## src/rtl/core/dsq_pkg.sv

```systemverilog
// shared types and constants for the deadline sleep queue
// no dependencies
package dsq_pkg;

    localparam int DL_W        = 63;
    localparam int TICKS_W     = 32;
    localparam int KIND_W      = 3;
    localparam int MAX_RESULTS = 16;
    localparam int CNT_W       = 5;

    typedef logic [DL_W-1:0]    t_deadline;
    typedef logic [KIND_W-1:0]  t_kind;
    typedef logic [CNT_W-1:0]   t_count;
    typedef logic [TICKS_W-1:0] t_ticks;

    localparam t_kind KIND_QUEUED  = 3'd0;
    localparam t_kind KIND_NO_WAIT = 3'd1;
    localparam t_kind KIND_FULL    = 3'd2;
    localparam t_kind KIND_WOKEN   = 3'd3;
    localparam t_kind KIND_NONE    = 3'd4;

    // a lookahead read is allowed while the current wake number stays below this
    localparam t_count LA_LIMIT = t_count'(MAX_RESULTS - 1);

endpackage

```

## src/rtl/core/dsq_mem.sv

```systemverilog
// entry store: one write port, one read port with registered read data
// no dependencies
module dsq_mem #(
    parameter int DEPTH  = 16,
    parameter int WIDTH  = 71,
    parameter int ADDR_W = 4
) (
    input  logic              i_clk,
    input  logic              i_wr_en,
    input  logic [ADDR_W-1:0] i_wr_addr,
    input  logic [WIDTH-1:0]  i_wr_data,
    input  logic              i_rd_en,
    input  logic [ADDR_W-1:0] i_rd_addr,
    output logic [WIDTH-1:0]  o_rd_data
);

    logic [WIDTH-1:0] r_mem [DEPTH];
    logic [WIDTH-1:0] r_rd_data;

    always_ff @(posedge i_clk) begin
        if (i_wr_en) begin
            r_mem[i_wr_addr] <= i_wr_data;
        end
    end

    // read data holds until the next read
    always_ff @(posedge i_clk) begin
        if (i_rd_en) begin
            r_rd_data <= r_mem[i_rd_addr];
        end
    end

    assign o_rd_data = r_rd_data;

endmodule

```

## src/rtl/core/deadline_sleep_queue.sv

```systemverilog
// Tick counter with a deadline-ordered queue of sleeping threads, kept as a ring in one
// memory with a single read port. A sleep beat that needs no wait or finds the queue
// full is answered without a memory access. A queued sleep scans down from the tail,
// moving each queued entry with a later deadline one slot up, until an entry stays in
// place and ends the scan or every entry has moved; then the new entry is written. A tick
// beat advances the count and wakes the due threads from the head (at most 16 per beat),
// reading each next entry ahead of the result it emits; an empty queue or one with
// nothing due yields a single none result. Results leave through an output register,
// and a stalled output holds the wake sweep and every result.
// Depends on dsq_pkg and dsq_mem.
module deadline_sleep_queue #(
    parameter int WAITERS        = 16,
    parameter int THREAD_ID_BITS = 8
) (
    input  logic                            i_clk,
    input  logic                            i_rst_n,
    input  logic                            i_valid,
    output logic                            o_ready,
    input  logic                            i_func,
    input  logic [THREAD_ID_BITS-1:0]       i_thread_id,
    input  logic signed [dsq_pkg::TICKS_W-1:0] i_sleep_ticks,
    output logic                            o_valid,
    input  logic                            i_ready,
    output dsq_pkg::t_kind                  o_kind,
    output logic [THREAD_ID_BITS-1:0]       o_woken_id,
    output dsq_pkg::t_deadline              o_now_ticks,
    output logic                            o_last
);

    localparam int IW    = (WAITERS > 1) ? $clog2(WAITERS) : 1;
    localparam int UW    = $clog2(WAITERS + 1);
    localparam int ENT_W = dsq_pkg::DL_W + THREAD_ID_BITS;
    localparam logic [IW:0] DEPTH_V = (IW + 1)'(WAITERS);
    localparam logic [UW-1:0] FULL_V = UW'(WAITERS);

    localparam logic [2:0] ST_IDLE  = 3'd0;
    localparam logic [2:0] ST_START = 3'd1;
    localparam logic [2:0] ST_SCMP  = 3'd2;
    localparam logic [2:0] ST_SPUT  = 3'd3;
    localparam logic [2:0] ST_T0    = 3'd4;
    localparam logic [2:0] ST_TW    = 3'd5;
    localparam logic [2:0] ST_TNONE = 3'd6;

    function automatic logic [IW-1:0] f_phys(input logic [IW-1:0] h, input logic [IW-1:0] l);
        logic [IW:0] s;
        s = {1'b0, h} + {1'b0, l};
        if (s >= DEPTH_V) begin
            s = s - DEPTH_V;
        end
        return s[IW-1:0];
    endfunction

    logic [2:0]                r_state, n_state;
    logic [UW-1:0]             r_used, n_used;
    logic [IW-1:0]             r_head, n_head;
    logic [IW-1:0]             r_pos, n_pos;
    dsq_pkg::t_count           r_cnt, n_cnt;
    logic                      r_la, n_la;
    logic [THREAD_ID_BITS-1:0] r_cur, n_cur;
    dsq_pkg::t_deadline        r_tick, n_tick;
    dsq_pkg::t_deadline        r_dl, n_dl;
    logic                      r_func;
    logic [THREAD_ID_BITS-1:0] r_id;
    dsq_pkg::t_ticks           r_ticks;

    logic                      r_ovalid;
    dsq_pkg::t_kind            r_okind;
    logic [THREAD_ID_BITS-1:0] r_oid;
    dsq_pkg::t_deadline        r_onow;
    logic                      r_olast;

    logic                      emit;
    dsq_pkg::t_kind            e_kind;
    logic [THREAD_ID_BITS-1:0] e_id;
    logic                      e_last;

    logic                      wr_en, rd_en;
    logic [IW-1:0]             wr_addr, rd_addr;
    logic [ENT_W-1:0]          wr_data, rd_data;

    logic                      accept, out_free;
    logic [63:0]               dl_sum;
    dsq_pkg::t_deadline        dl_sat;
    dsq_pkg::t_deadline        rd_dl;
    logic [THREAD_ID_BITS-1:0] rd_id;
    logic                      rd_due;
    logic [UW-1:0]             used_m1;
    logic [IW-1:0]             head_inc;

    assign accept   = i_valid && o_ready;
    assign out_free = !r_ovalid || i_ready;
    assign o_ready  = (r_state == ST_IDLE);

    assign dl_sum   = {1'b0, r_tick} + {33'b0, r_ticks[dsq_pkg::TICKS_W-2:0]};
    assign dl_sat   = dl_sum[63] ? '1 : dl_sum[62:0];
    assign rd_dl    = rd_data[ENT_W-1 -: dsq_pkg::DL_W];
    assign rd_id    = rd_data[THREAD_ID_BITS-1:0];
    assign rd_due   = (rd_dl <= r_tick);
    assign used_m1  = r_used - 1'b1;
    assign head_inc = f_phys(r_head, IW'(1));

    dsq_mem #(
        .DEPTH  (WAITERS),
        .WIDTH  (ENT_W),
        .ADDR_W (IW)
    ) u_mem (
        .i_clk     (i_clk),
        .i_wr_en   (wr_en),
        .i_wr_addr (wr_addr),
        .i_wr_data (wr_data),
        .i_rd_en   (rd_en),
        .i_rd_addr (rd_addr),
        .o_rd_data (rd_data)
    );

    always_comb begin
        n_state = r_state;
        n_used  = r_used;
        n_head  = r_head;
        n_pos   = r_pos;
        n_cnt   = r_cnt;
        n_la    = r_la;
        n_cur   = r_cur;
        n_tick  = r_tick;
        n_dl    = r_dl;
        wr_en   = 1'b0;
        wr_addr = f_phys(r_head, r_pos);
        wr_data = {r_dl, r_id};
        rd_en   = 1'b0;
        rd_addr = r_head;
        emit    = 1'b0;
        e_kind  = dsq_pkg::KIND_QUEUED;
        e_id    = r_id;
        e_last  = 1'b1;
        unique case (r_state)
            ST_IDLE: begin
                if (accept) begin
                    n_state = ST_START;
                end
            end
            ST_START: begin
                if (r_func) begin
                    n_tick = r_tick + 1'b1;
                    if (r_used == '0) begin
                        n_state = ST_TNONE;
                    end else begin
                        rd_en   = 1'b1;
                        rd_addr = r_head;
                        n_state = ST_T0;
                    end
                end else if (r_ticks == '0 || r_ticks[dsq_pkg::TICKS_W-1]) begin
                    if (out_free) begin
                        emit    = 1'b1;
                        e_kind  = dsq_pkg::KIND_NO_WAIT;
                        n_state = ST_IDLE;
                    end
                end else if (r_used == FULL_V) begin
                    if (out_free) begin
                        emit    = 1'b1;
                        e_kind  = dsq_pkg::KIND_FULL;
                        n_state = ST_IDLE;
                    end
                end else begin
                    n_dl  = dl_sat;
                    n_pos = r_used[IW-1:0];
                    if (r_used == '0) begin
                        n_state = ST_SPUT;
                    end else begin
                        rd_en   = 1'b1;
                        rd_addr = f_phys(r_head, used_m1[IW-1:0]);
                        n_state = ST_SCMP;
                    end
                end
            end
            ST_SCMP: begin
                if (rd_dl > r_dl) begin
                    wr_en   = 1'b1;
                    wr_addr = f_phys(r_head, r_pos);
                    wr_data = rd_data;
                    n_pos   = r_pos - 1'b1;
                    if (r_pos > IW'(1)) begin
                        rd_en   = 1'b1;
                        rd_addr = f_phys(r_head, r_pos - IW'(2));
                    end else begin
                        n_state = ST_SPUT;
                    end
                end else begin
                    n_state = ST_SPUT;
                end
            end
            ST_SPUT: begin
                if (out_free) begin
                    wr_en   = 1'b1;
                    wr_addr = f_phys(r_head, r_pos);
                    wr_data = {r_dl, r_id};
                    n_used  = r_used + 1'b1;
                    emit    = 1'b1;
                    e_kind  = dsq_pkg::KIND_QUEUED;
                    n_state = ST_IDLE;
                end
            end
            ST_T0: begin
                if (rd_due) begin
                    n_cur = rd_id;
                    n_cnt = dsq_pkg::t_count'(1);
                    n_la  = (r_used > 1);
                    if (r_used > 1) begin
                        rd_en   = 1'b1;
                        rd_addr = head_inc;
                    end
                    n_state = ST_TW;
                end else begin
                    n_state = ST_TNONE;
                end
            end
            ST_TW: begin
                if (out_free) begin
                    emit   = 1'b1;
                    e_kind = dsq_pkg::KIND_WOKEN;
                    e_id   = r_cur;
                    e_last = !(r_la && rd_due);
                    n_head = head_inc;
                    n_used = r_used - 1'b1;
                    if (r_la && rd_due) begin
                        n_cur = rd_id;
                        n_cnt = r_cnt + 1'b1;
                        n_la  = (r_used > 2) && (r_cnt < dsq_pkg::LA_LIMIT);
                        if ((r_used > 2) && (r_cnt < dsq_pkg::LA_LIMIT)) begin
                            rd_en   = 1'b1;
                            rd_addr = f_phys(head_inc, IW'(1));
                        end
                    end else begin
                        n_state = ST_IDLE;
                    end
                end
            end
            ST_TNONE: begin
                if (out_free) begin
                    emit    = 1'b1;
                    e_kind  = dsq_pkg::KIND_NONE;
                    e_id    = '0;
                    n_state = ST_IDLE;
                end
            end
            default: begin
                n_state = ST_IDLE;
            end
        endcase
    end

    always_ff @(posedge i_clk) begin
        if (!i_rst_n) begin
            r_state  <= ST_IDLE;
            r_used   <= '0;
            r_head   <= '0;
            r_tick   <= '0;
            r_ovalid <= 1'b0;
            r_pos    <= '0;
            r_cnt    <= '0;
            r_la     <= 1'b0;
        end else begin
            r_state <= n_state;
            r_used  <= n_used;
            r_head  <= n_head;
            r_tick  <= n_tick;
            r_pos   <= n_pos;
            r_cnt   <= n_cnt;
            r_la    <= n_la;
            if (emit) begin
                r_ovalid <= 1'b1;
            end else if (i_ready) begin
                r_ovalid <= 1'b0;
            end
        end
    end

    // payload registers
    always_ff @(posedge i_clk) begin
        r_cur <= n_cur;
        r_dl  <= n_dl;
        if (accept) begin
            r_func  <= i_func;
            r_id    <= i_thread_id;
            r_ticks <= i_sleep_ticks;
        end
        if (emit) begin
            r_okind <= e_kind;
            r_oid   <= e_id;
            r_onow  <= r_tick;
            r_olast <= e_last;
        end
    end

    assign o_valid     = r_ovalid;
    assign o_kind      = r_okind;
    assign o_woken_id  = r_oid;
    assign o_now_ticks = r_onow;
    assign o_last      = r_olast;

    a_used_bound: assert property (@(posedge i_clk) disable iff (!i_rst_n)
        r_used <= FULL_V)
        else $error("queue fill beyond capacity");

    a_no_rw_clash: assert property (@(posedge i_clk) disable iff (!i_rst_n)
        !(wr_en && rd_en && (wr_addr == rd_addr)))
        else $error("read and write of the same entry in one cycle");

    a_tick_step: assert property (@(posedge i_clk) disable iff (!i_rst_n)
        (r_state == ST_START && r_func) |=> (r_tick == $past(r_tick) + 1'b1))
        else $error("tick beat did not advance the count");

    a_emit_free: assert property (@(posedge i_clk) disable iff (!i_rst_n)
        emit |-> (!r_ovalid || i_ready))
        else $error("result overwrote a pending beat");

endmodule
```

## config.mk

```make
export PLATFORM = sky130hd
export DESIGN_NAME = deadline_sleep_queue
export DESIGN_NICKNAME = d
export VERILOG_FILES = /design/src/rtl/core/dsq_pkg.sv /design/src/rtl/core/dsq_mem.sv /design/src/rtl/core/deadline_sleep_queue.sv
export SDC_FILE = /design/constraint.sdc
export NUM_CORES = 2
export LEC_CHECK = 0
export BUFFER_PORTS_ARGS = -buffer_cell sky130_fd_sc_hd__buf_2
export CAP_MARGIN = 20
export CORE_ASPECT_RATIO = 1.25
export CORE_MARGIN = 8
export CORE_UTILIZATION = 50
export CTS_CLUSTER_DIAMETER = 100
export DETAILED_ROUTE_END_ITERATION = 8
export PLACE_DENSITY = 0.65
export SYNTH_ARGS = -nofsm -noshare
export SYNTH_HDL_FRONTEND = slang
export SYNTH_SLANG_ARGS = --single-unit
```

## constraint.sdc

```tcl
create_clock -name i_clk -period 22.6 [get_ports i_clk]
set_input_delay 4.52 -clock i_clk [delete_from_list [all_inputs] [get_ports i_clk]]
set_output_delay 4.52 -clock i_clk [all_outputs]
set_load 0.03 [all_outputs]
```

==> results by group <==
Run status
  • Status: complete, no violations

Setup path
  • Crit-path leading delay family: buffers and inverters
  • Cell mode on critical path: mux2i_1
  • Setup crit start kind: primary input
  • Crit. End Element: flip-flop
  • WP buf/inv: 4
  • Worst-path cell with the longest stage delay: buf_4
  • FF-to-FF path depth: 18
  • Crit Path Class: primary input to flip-flop
  • Crit path cell chain: buf_2 > nor2b_1 > nor2_1 > and3_1 > nand3_2 > mux2i_1 > o221a_4 > buf_4 > buf_4 > buf_4 > mux2i_1 > mux2i_1 > mux2i_1 > mux2i_1
  • Total stage count of the critical path: 14
  • Crit path DAT: 10,070 ps
  • Worst path required time: 23,080 ps
  • CP peak stage delay: 910 ps
  • Max FO, Critical Path: 59

Placed design
  • Routability cong.: 0.836
  • DP Area: 67,600 sq um
  • Placed Cells incl. Taps: 6,027
  • IO buf count: 121
  • Post-DP HPWL: 90,200 um
  • Pre-CTS WS: 12,240 ps

Finish
  • Multi-input gate area: 19,700 sq um
  • Area Overhead vs Synth: 11.2%
  • Commonest non-fill, non-tap cells in the layout: edfxtp_1, mux2i_1, nand2_1
  • Final nets: 4,677
  • Fin area: 72,600 sq um
  • Commonest non-fill, non-tap cell in the layout: edfxtp_1
  • FF+latch area: 43,600 sq um
  • Final non-filler cell total: 6,299
  • Fin util: 55.9%
  • Fill count: 10,249
  • Share of cells above drive strength 1: 11.3%

Power and ir drop
  • Tot Pwr: 7.71 mW
  • Pwr/cell area: 106 nW/um^2
  • Psw: 2.23 mW
  • Clock group share of total power: 32.4%
  • Sw Share: 28.9%
  • P_int: 5.48 mW
  • Sequential Power Share: 43.0%
  • Peak supply drop: 0.000134 V
  • Comb power frac: 24.6%
  • Static leakage: 29.9 nW

Floorplanning
  • Die Span Y: 420 um
  • IO Pins: 122
  • Core outline area: 130,000 sq um
  • Die area: 142,000 sq um
  • Std cell rows: 148
  • Initial Utilization: 50.3%
  • Die X: 339 um

Hold path
  • Hold Path Depth: 0
  • Hold crit path type: flip-flop to flip-flop

STA
  • Clock Skew: 29.2 ps
  • Fmax: 104 MHz
  • Fin. max-slew vios: 0
  • Unrepaired setup endpoints after global routing: no
  • Slew margin rel.: 23.5%
  • Hold Fails Final Rpt: 0
  • WHS: 449 ps
  • Setup violators final: 0
  • Final period util: 42.4%
  • Sum Neg Setup Slack: 0 ps
  • Post-route minimum period: 9590 ps
  • Slew @ Worst Pin: 1140 ps
  • PnR worst setup slack: 13,010 ps

Global routing
  • GRT Total Usage: 21.5%
  • First-pass GRT wire length: 231,000 um
  • Vias in the first global route: 35,908
  • Initial antenna violation count: 3
  • Total congestion overflow: 0
  • Largest net degree at the start of global routing: 109

Route
  • Vias per std cell: 5.74
  • Via count: 36,129
  • First-pass DRT Iterations: 6
  • Final WL: 156,000 um
  • DR WL/cell: 24.8 um
  • Initial DRC count: 2,891
  • Number of routed nets with antenna violations: 0
  • Post-route DRC violation count: 0

Yosys
  • Netlist Area Pre-Place: 65,300 sq um
  • Netlist cell types: 79
  • Seq/Total Area, Yosys: 66.8%
  • Synthesized flop and latch total: 1,480
  • Mapped Avg Cell Area: 15.4 sq um
  • Number of synthesized flops with an enable pin: 1,394
  • Synthesized instance count: 4,237
  • Ys flop type: edfxtp_1
  • Synthesized net count: 4,463
  • Ys Warns: 0
  • Async set or reset register ratio after synthesis: 0%

CTS
  • Cts hold-fix bufs: 0
  • CTS tree: done
  • Htree depth: 4
  • Clock Sinks: 1,480
  • CTS-repair resized insts: 0
  • Clk pin slew, worst setup/hold paths: 60 ps
  • Setup Buffers After CTS: 0
  • Clk buf depth: 3
  • Cts bufs inserted: 145
  • Worst-Skew Late Latency: 780 ps
  • Root buffer cell: clkbuf_16

Job
  • Number of max-cap violations: 0
-- synth_stat cells (12+ instances only) --
cell type,number,area (sq um)
nand2b_1,20,125
inv_1,156,586
buf_6,13,146
nor2_1,138,518
buf_2,40,200
edfxtp_1,1394,41900
o21ai_0,142,711
ha_1,177,2210
nand2_1,240,901
nand4_1,49,307
xnor2_1,88,771
mux2i_1,1070,10700
nand3_1,52,260
nor3_1,35,175
a21o_1,27,203
dfxtp_1,86,1720
buf_8,14,210
and2_1,14,87.6
nor2b_1,12,75.1
a21oi_1,109,546
clkbuf_1,63,236
or3_1,28,175
buf_12,33,661
and3_1,20,125
nor4_1,24,150
xor2_1,24,210
-- registers in the layout, summed over array words and instances, names as in the netlist --
signal and count:
u_mem.o_rd_data 71, r_la 1, o_last 1, r_tick 63, o_valid 1, r_cur 8
u_mem.r_mem 1136, o_now_ticks 63, r_state 3, r_pos 4, r_func 1, r_cnt 5
r_used 5, o_kind 3, r_ticks 32, r_id 8, r_dl 63, r_head 4
o_woken_id 8
-- final cells by class --
type / instances / share of cell area, %
clock inverter: 91 / 1.49
clock buffer: 177 / 5.33
antenna: 2 / 0.00689
multi-input combinational: 2418 / 27.2
tap: 1725 / 2.97
inverter: 159 / 0.825
sequential: 1480 / 60.0
timing repair buffer: 247 / 2.19
-- worst register-to-register path, delay by kind of cell (launching register included) --
family	cells	cell delay, ps
multiplexers	5	970
AO/OA/AOI/OAI	4	2570
flip-flops	1	470
buffers and inverters	4	2800
adder cells (fa/ha/maj)	1	330
AND/OR/NAND/NOR	4	780
-- worst paths after layout --
kind / start / end / slack (ps)
worst max-delay path: i_ready / u_mem.o_rd_data[43]$_DFFE_PP_ / 13010
worst min register to register: u_mem.o_rd_data[1]$_DFFE_PP_ / r_cur[1]$_DFFE_PP_ / 450
worst max register to register: r_tick[21]$_SDFFE_PN0P_ / u_mem.o_rd_data[43]$_DFFE_PP_ / 14380
worst min-delay path: u_mem.o_rd_data[1]$_DFFE_PP_ / r_cur[1]$_DFFE_PP_ / 450
-- per-layer routing --
metal  vias to the layer above  wire length [um]  GRT usage, %
met4                         0              4340          6.70
li1                      16522                 -             -
met1                     18361             67200          28.7
met2                      1006             76500          36.7
met5                         -                 0             0
met3                       240              8080          2.98
-- logic make-up (layout without fill, tap and decap cells) --
family | Yosys count | after routing | share of synthesized area (%)
flops | 1480 | 1480 | 66.8
mux | 1071 | 1071 | 16.4
simple gates | 675 | 675 | 4.98
compound gates | 379 | 379 | 3.49
buf+inv | 339 | 674 | 3.33
fa+ha+maj | 181 | 181 | 3.52
xor+xnor | 112 | 112 | 1.50
other cells | 0 | 2 | 0
-- power groups by stage --
stage,Clock [mW],Combinational [mW],Sequential [mW]
floorplan,0,1.51,3.38
global placement,0,1.88,3.37
detailed placement,0,1.90,3.37
CTS,2.54,1.91,3.32
global route,2.64,2.05,3.32
finish,2.50,1.90,3.32
(Power assumes the default switching activity.)
